===== config.mk =====
export PLATFORM = sky130hd
export DESIGN_NAME = skt_controller
export DESIGN_NICKNAME = d
export VERILOG_FILES = /design/src/sv/skt_pkg.sv /design/src/sv/skt_controller.sv
export SDC_FILE = /design/constraint.sdc
export NUM_CORES = 1
export LEC_CHECK = 0
export CELL_PAD_IN_SITES_DETAIL_PLACEMENT = 1
export CELL_PAD_IN_SITES_GLOBAL_PLACEMENT = 1
export CORE_MARGIN = 4
export CORE_UTILIZATION = 38
export CTS_CLUSTER_SIZE = 16
export DETAILED_ROUTE_END_ITERATION = 16
export DONT_BUFFER_PORTS = 1
export HOLD_SLACK_MARGIN = 0.1
export MAX_ROUTING_LAYER = met4
export PLACE_DENSITY = 0.75
export SYNTH_ARGS = -nofsm -noshare
export SYNTH_HDL_FRONTEND = slang
export SYNTH_SLANG_ARGS = --single-unit

===== constraint.sdc =====
create_clock -name clk -period 1.55 [get_ports clk]
set_input_delay 0.0775 -clock clk [delete_from_list [all_inputs] [get_ports clk]]
set_output_delay 0.0775 -clock clk [all_outputs]
set_load 0.05 [all_outputs]

===== src/sv/skt_pkg.sv =====
// Shared types for the sorted key table: operation and status codes, the
// controller state type, and the command and status structs between
// controller and datapath. No dependencies.
`default_nettype none

package skt_pkg;

  typedef enum logic [1:0] {
    OP_INSERT = 2'd0,
    OP_REMOVE = 2'd1,
    OP_LOOKUP = 2'd2,
    OP_CLEAR  = 2'd3
  } op_t;

  typedef enum logic [1:0] {
    ST_OK      = 2'd0,
    ST_FULL    = 2'd1,
    ST_MISSING = 2'd2
  } status_t;

  typedef enum logic [3:0] {
    S_IDLE,
    S_SEARCH_RD,
    S_SEARCH_CMP,
    S_CHECK_RD,
    S_CHECK_CMP,
    S_SHIFT_RD,
    S_SHIFT_WR,
    S_PUT,
    S_RESP
  } ctl_state_t;

  typedef struct packed {
    logic    start;
    logic    cnt_clr;
    logic    probe;
    logic    step_lb;
    logic    step_lu;
    logic    check_rd;
    logic    shift_up;
    logic    shift_rd;
    logic    shift_wr;
    logic    put;
    logic    cnt_inc;
    logic    cnt_dec;
    logic    load_out;
    logic    out_found;
    status_t out_status;
  } cmd_t;

  typedef struct packed {
    logic full;
    logic key_top;
    logic range_open;
    logic lo_lt_count;
    logic more_up;
    logic more_down;
    logic less;
    logic equal;
  } sts_t;

endpackage

`default_nettype wire


===== src/sv/skt_controller.sv =====
// Controller of the sorted key table: sequences search, shift and write
// steps and owns the handshake of both channels. Depends on skt_pkg.
`default_nettype none

module skt_controller (
  input  wire logic          clk,
  input  wire logic          rst,
  input  wire logic          s_tvalid,
  input  wire skt_pkg::op_t  s_func,
  output logic               s_tready,
  output logic               m_tvalid,
  input  wire logic          m_tready,
  output skt_pkg::cmd_t      cmd,
  input  wire skt_pkg::sts_t sts
);

  skt_pkg::ctl_state_t state;
  skt_pkg::ctl_state_t state_next;
  skt_pkg::op_t        op;
  skt_pkg::op_t        op_next;
  skt_pkg::status_t    resp_status;
  skt_pkg::status_t    resp_status_next;
  logic                resp_found;
  logic                resp_found_next;

  always_ff @(posedge clk) begin
    if (rst) begin
      state       <= skt_pkg::S_IDLE;
      op          <= skt_pkg::OP_CLEAR;
      resp_status <= skt_pkg::ST_OK;
      resp_found  <= 1'b0;
      m_tvalid    <= 1'b0;
    end else begin
      state       <= state_next;
      op          <= op_next;
      resp_status <= resp_status_next;
      resp_found  <= resp_found_next;
      if (cmd.load_out) begin
        m_tvalid <= 1'b1;
      end else if (m_tready) begin
        m_tvalid <= 1'b0;
      end
    end
  end

  always_comb begin
    state_next       = state;
    op_next          = op;
    resp_status_next = resp_status;
    resp_found_next  = resp_found;
    cmd              = '0;
    cmd.shift_up     = (op == skt_pkg::OP_INSERT);
    s_tready         = (state == skt_pkg::S_IDLE);

    unique case (state)
      skt_pkg::S_IDLE: begin
        if (s_tvalid) begin
          cmd.start       = 1'b1;
          op_next         = s_func;
          resp_found_next = 1'b0;
          unique case (s_func)
            skt_pkg::OP_INSERT: begin
              if (sts.full) begin
                resp_status_next = skt_pkg::ST_FULL;
                state_next       = skt_pkg::S_RESP;
              end else begin
                state_next = skt_pkg::S_SEARCH_RD;
              end
            end
            skt_pkg::OP_REMOVE, skt_pkg::OP_LOOKUP: begin
              state_next = skt_pkg::S_SEARCH_RD;
            end
            skt_pkg::OP_CLEAR: begin
              cmd.cnt_clr      = 1'b1;
              resp_status_next = skt_pkg::ST_OK;
              state_next       = skt_pkg::S_RESP;
            end
          endcase
        end
      end
      skt_pkg::S_SEARCH_RD: begin
        priority if (op == skt_pkg::OP_LOOKUP && sts.key_top) begin
          resp_status_next = skt_pkg::ST_MISSING;
          state_next       = skt_pkg::S_RESP;
        end else if (sts.range_open) begin
          cmd.probe  = 1'b1;
          state_next = skt_pkg::S_SEARCH_CMP;
        end else if (op == skt_pkg::OP_INSERT) begin
          state_next = skt_pkg::S_SHIFT_RD;
        end else if (op == skt_pkg::OP_REMOVE) begin
          state_next = skt_pkg::S_CHECK_RD;
        end else begin
          resp_status_next = skt_pkg::ST_MISSING;
          state_next       = skt_pkg::S_RESP;
        end
      end
      skt_pkg::S_SEARCH_CMP: begin
        if (op == skt_pkg::OP_LOOKUP) begin
          cmd.step_lu = 1'b1;
          if (sts.equal) begin
            resp_status_next = skt_pkg::ST_OK;
            resp_found_next  = 1'b1;
            state_next       = skt_pkg::S_RESP;
          end else begin
            state_next = skt_pkg::S_SEARCH_RD;
          end
        end else begin
          cmd.step_lb = 1'b1;
          state_next  = skt_pkg::S_SEARCH_RD;
        end
      end
      skt_pkg::S_CHECK_RD: begin
        if (sts.lo_lt_count) begin
          cmd.check_rd = 1'b1;
          state_next   = skt_pkg::S_CHECK_CMP;
        end else begin
          resp_status_next = skt_pkg::ST_MISSING;
          state_next       = skt_pkg::S_RESP;
        end
      end
      skt_pkg::S_CHECK_CMP: begin
        if (sts.equal) begin
          state_next = skt_pkg::S_SHIFT_RD;
        end else begin
          resp_status_next = skt_pkg::ST_MISSING;
          state_next       = skt_pkg::S_RESP;
        end
      end
      skt_pkg::S_SHIFT_RD: begin
        priority if (op == skt_pkg::OP_INSERT && sts.more_up) begin
          cmd.shift_rd = 1'b1;
          state_next   = skt_pkg::S_SHIFT_WR;
        end else if (op == skt_pkg::OP_INSERT) begin
          state_next = skt_pkg::S_PUT;
        end else if (sts.more_down) begin
          cmd.shift_rd = 1'b1;
          state_next   = skt_pkg::S_SHIFT_WR;
        end else begin
          cmd.cnt_dec      = 1'b1;
          resp_status_next = skt_pkg::ST_OK;
          state_next       = skt_pkg::S_RESP;
        end
      end
      skt_pkg::S_SHIFT_WR: begin
        cmd.shift_wr = 1'b1;
        state_next   = skt_pkg::S_SHIFT_RD;
      end
      skt_pkg::S_PUT: begin
        cmd.put          = 1'b1;
        cmd.cnt_inc      = 1'b1;
        resp_status_next = skt_pkg::ST_OK;
        state_next       = skt_pkg::S_RESP;
      end
      skt_pkg::S_RESP: begin
        if (!m_tvalid || m_tready) begin
          cmd.load_out   = 1'b1;
          cmd.out_status = resp_status;
          cmd.out_found  = resp_found;
          state_next     = skt_pkg::S_IDLE;
        end
      end
      default: begin
        state_next = skt_pkg::S_IDLE;
      end
    endcase
  end

  a_load_slot_free: assert property (@(posedge clk) disable iff (rst)
    cmd.load_out |-> (!m_tvalid || m_tready))
    else $error("result register overwritten before it was taken");

  a_write_after_read: assert property (@(posedge clk) disable iff (rst)
    cmd.shift_wr |-> $past(cmd.shift_rd))
    else $error("shift write without a preceding read");

  a_full_drop: assert property (@(posedge clk) disable iff (rst)
    (s_tvalid && s_tready && s_func == skt_pkg::OP_INSERT && sts.full)
      |=> (state == skt_pkg::S_RESP) && (resp_status == skt_pkg::ST_FULL))
    else $error("insert into a full table not dropped");

endmodule

`default_nettype wire


==> results of run 1 <==
## stage by stage
stage / instance area, um^2 / TNS, ns / utilization (%) / hold WS (ns) / instances
after detailed placement: 1300 / -0.842 / 63.0 / 0.150 / 187
after global placement: 1300 / -0.229 / 63.0 / 0.148 / 187
after floorplan: 930 / -0.358 / - / 0.195 / 121
## logic make-up after synthesis
kind of cell             synth area share (%)
AND/OR/NAND/NOR                          34.5
buffers and inverters                    7.40
flip-flops                               23.2
XOR/XNOR                                 1.02
AO/OA/AOI/OAI                            25.8
adder cells (fa/ha/maj)                  4.35
multiplexers                             3.63
==> flow_summary_export.csv, run 1 <==
group,metric,value,unit
status,status,"stopped before the end",
status,stop_stage,"clock tree synthesis",
status,error,"[ERROR DPL-0033] detailed placement checks failed during check placement.",
place,dpl.hpwl,3250,um
yosys,synth_flop_cell,"dfxtp_1",
floorplanning,rows,16,
yosys,syn_avg_cell_area,7.12,um^2
yosys,syn_area,862,um^2
yosys,yosysMostFrequentCell,"nor2_1",
place,port_buffers,0,
cts,htreeDepth,1,
yosys,synth_edf_count,0,
yosys,yosysWarnings,0,
floorplanning,io_pins,32,
yosys,syn_nets,138,
yosys,synth-seq-area-share,23.2,%
floorplanning,initial_core_util,41.8,%
yosys,async_reset_ff_share,0,%
cts,cts_inserted_buffers,3,
cts,cts_setup_buffers,4,
yosys,synth_top_cell_by_area,"dfxtp_1",
yosys,yosys-top-cells-area,"dfxtp_1, nor2_1, nand2_1",
yosys,synth_common_cells,"nor2_1, nand2_1, dfxtp_1",
cts,cts-resized-gates,44,
place,pre_cts_ws,-0.187,ns
yosys,netlist.area_leader.share,23.2,%
floorplanning,fp.dieH,55.6,um
yosys,yosysUniqueCellTypes,38,
cts,cts.sinks,10,
place,place.gp.congestion,0.959,
cts,clockBufferDepth,2,
yosys,netlist_instances,121,
yosys,ys_seq_elements,10,
floorplanning,die_width,55.6,um
cts,root_buffer,"clkbuf_4",
==> run 2, diff against run 1 <==
==> config.mk (replaced) <==
export PLATFORM = sky130hd
export DESIGN_NAME = skt_controller
export DESIGN_NICKNAME = d
export VERILOG_FILES = /design/src/sv/skt_pkg.sv /design/src/sv/skt_controller.sv
export SDC_FILE = /design/constraint.sdc
export NUM_CORES = 1
export LEC_CHECK = 0
export CORE_AREA = 4 4 65 67
export DETAILED_ROUTE_END_ITERATION = 16
export DIE_AREA = 0 0 69 71
export DONT_BUFFER_PORTS = 1
export PLACE_DENSITY_LB_ADDON = 0.15
export SYNTH_ARGS = -nofsm -noshare
export SYNTH_HDL_FRONTEND = slang
export SYNTH_SLANG_ARGS = --single-unit
==> constraint.sdc (replaced) <==
create_clock -name clk -period 2 [get_ports clk]
set_input_delay 0.1 -clock clk [delete_from_list [all_inputs] [get_ports clk]]
set_output_delay 0.1 -clock clk [all_outputs]
set_load 0.05 [all_outputs]
==> flow_summary_export.csv, run 2 <==
group,metric,value,unit
cts,clockBufferDepth,2,
yosys,synth_flop_cell,"dfxtp_1",
place,place.gp.congestion,0.831,
min_path,worstHoldPathType,"input port to register",
floorplanning,core_area,3630,um^2
cells_and_area,nNetsFinal,155,
place,dp_cells,178,
pwr,p_per_area,610,nW/um^2
global_routing,antenna_found_initial,0,
min_path,hold-path-cell-count,2,
cts,insertion_delay,0.24,ns
place,post_dp_cell_area,1080,um^2
timing,tightest_slew,0.530,ns
yosys,synth_top_cell_by_area,"dfxtp_1",
critical_path,cp_max_fo,12,
cts,cts.sinks,10,
yosys,syn_nets,138,
critical_path,crit_chain,"nand2b_1 > nor2_1 > nand2_1 > nor3_2 > buf_4",
timing,hold_violations,0,
yosys,netlist.area_leader.share,23.2,%
yosys,async_reset_ff_share,0,%
floorplanning,dieArea,4900,um^2
cells_and_area,top_regs,"state x4, op x2, resp_status x2",
min_path,hp-start,"sts[5]",
critical_path,cp-end-kind,"output pin",
route,drt_iter0_markers,33,
route,detail_route.wl_per_cell,13.9,um
cts,cts_tree,"yes",
critical_path,r2r_slack,0.17,ns
route,routed_wl,2570,um
global_routing,track_usage,11.0,%
timing,setup-tns-final,0,ns
floorplanning,rows,22,
global_routing,grt_first_pass_wirelength,4410,um
cells_and_area,layout_common_cells,"nor2_1, nand2_1, buf_4, dfxtp_1",
global_routing,grt_pass1_vias,915,
timing,setup_viol_count_final,0,
timing,slew_violations,0,
yosys,syn_avg_cell_area,7.12,um^2
floorplanning,initial_core_util,23.7,%
global_routing,grt_max_degree,15,
critical_path,cp.arrival,1.73,ns
critical_path,worstSetupStartpointType,"register",
critical_path,max_stage_delay,0.55,ns
cts,worst_setup_hold_path_clk_slew,0.05,ns
critical_path,criticalPathCategory,"register to output pin",
critical_path,r2r_cells,5,
place,port_buffers,0,
floorplanning,die_width,69,um
critical_path,crit_required,1.90,ns
pwr,irDropWorstVdd,534,uV
route,viasPerCell,5.21,
timing,rsz0062_at_grt,"false",
cells_and_area,top_register,"state",
floorplanning,io_pins,32,
route,via_count,963,
job,cap_viol_max_count,0,
route,first_pass_iters,4,
yosys,yosysMostFrequentCell,"nor2_1",
timing,max_slew_margin,63.7,%
critical_path,r2r-start,"state[0]",
status,status,"completed",
cells_and_area,final_util,32.0,%
global_routing,grt_overflow,0,
yosys,yosysWarnings,0,
timing,fmax,545,MHz
cells_and_area,stdcell_count,185,
yosys,yosys-top-cells-area,"dfxtp_1, nor2_1, nand2_1",
pwr,p_leak,0.442,nW
yosys,syn_area,862,um^2
route,drc,0,
place,dpl.hpwl,2070,um
timing,clock_skew,0.00203,ns
min_path,min_to,"state[1]",
cells_and_area,layout-drive-gt1-share,24.1,%
cts,root_buffer,"clkbuf_8",
yosys,yosysUniqueCellTypes,38,
floorplanning,fp.dieH,71,um
cells_and_area,finalInstanceArea,1160,um^2
route,detail-route-antenna-nets,0,
yosys,netlist_instances,121,
yosys,synth_edf_count,0,
critical_path,regToRegEndpoint,"resp_status[1]",
cts,htreeDepth,1,
yosys,synth-seq-area-share,23.2,%
cells_and_area,area_delta_synth_final,34.8,%
cells_and_area,final_common_cell,"nor2_1",
critical_path,crit_slowest_cell,"dfxtp_1",
cells_and_area,largest_register_ffs,4,
yosys,ys_seq_elements,10,
yosys,synth_common_cells,"nor2_1, nand2_1, dfxtp_1",
cts,cts_inserted_buffers,3,
timing,timing.final.crit_period,1.83,ns
timing,fin_crit_sh,91.7,%
cells_and_area,fillCellCount,404,
cells_and_area,diodes,0,
## run 2: cell counts after synthesis
Identical to the previous run, type by type.
## run 2: worst max path at each step
stage	from	to	slack (ns)	cells past startpoint
global route	state[0]	resp_status[1]	0.05	5
detailed placement	state[1]	resp_status[1]	0.16	5
floorplan	op[0]	resp_status[0]	0.09	6
finish	state[0]	cmd[8]	0.17	5
global placement	state[1]	state[3]	0.21	5
CTS	state[1]	resp_status[1]	0.16	5
## run 2: metal layers
layer / wire, um / GRT usage, % / share of wire [%] / up-vias
met3: 180 / 3.84 / 7.0 / 5
met4: 27 / 2.60 / 1.0 / 0
li1: - / - / - / 464
met1: 1070 / 13.7 / 42 / 459
met2: 1290 / 18.1 / 50 / 35
met5: 0 / 0 / 0 / -
## run 2: stage by stage
step                      total power (W)  hold slack, ns  setup WS, ns
after global placement           0.000454           0.173         0.210
after floorplan                  0.000407           0.218        0.0928
after global routing             0.000751          0.0666        0.0491
final                            0.000709          0.0430         0.165
after detailed placement         0.000455           0.173         0.164
after CTS                        0.000714          0.0583         0.156
## run 2: report_power, final
| part | switching, W | total (W) | internal, W |
|---|---|---|---|
| Clock | 0.0000783 | 0.000251 | 0.000173 |
| Sequential | 0.0000291 | 0.000243 | 0.000214 |
| Combinational | 0.000134 | 0.000214 | 0.0000799 |
| Total | 0.000242 | 0.000709 | 0.000467 |
## run 2: cells by family (layout without fill, tap and decap cells)
group                    after synthesis  count (layout)  synth area share [%]
XOR/XNOR                               1               1                  1.02
AO/OA/AOI/OAI                         31              31                  25.8
flip-flops                            10              10                  23.2
buffers and inverters                 14              30                  7.40
AND/OR/NAND/NOR                       59              59                  34.5
adder cells (fa/ha/maj)                3               3                  4.35
multiplexers                           3               3                  3.63
## run 2: final cells by class
| class | count | area, um^2 | share of cell area [%] |
|---|---|---|---|
| clock buffers | 4 | 55.1 | 4.74 |
| inverters | 6 | 22.5 | 1.94 |
| multi-input cells | 97 | 616 | 53.0 |
| flip-flops and latches | 10 | 201 | 17.3 |
| well taps | 48 | 60.1 | 5.17 |
| repair buffers | 20 | 208 | 17.9 |
## run 2: what timing repair did
action                     CTS  global route
resized for setup            0             2
setup endpoints to repair    0             2
hold endpoints to repair     8             0
hold buffers                 3             0
setup buffers                0             0
## run 2: worst max-delay path: cells and delay by family, from the launching register on
family                 cells  cell delay (ns)
DFF                        1             0.55
and+or+nand+nor            4             0.73
buffers and inverters      1             0.21
No activity file was read; power rests on OpenSTA's default activity.
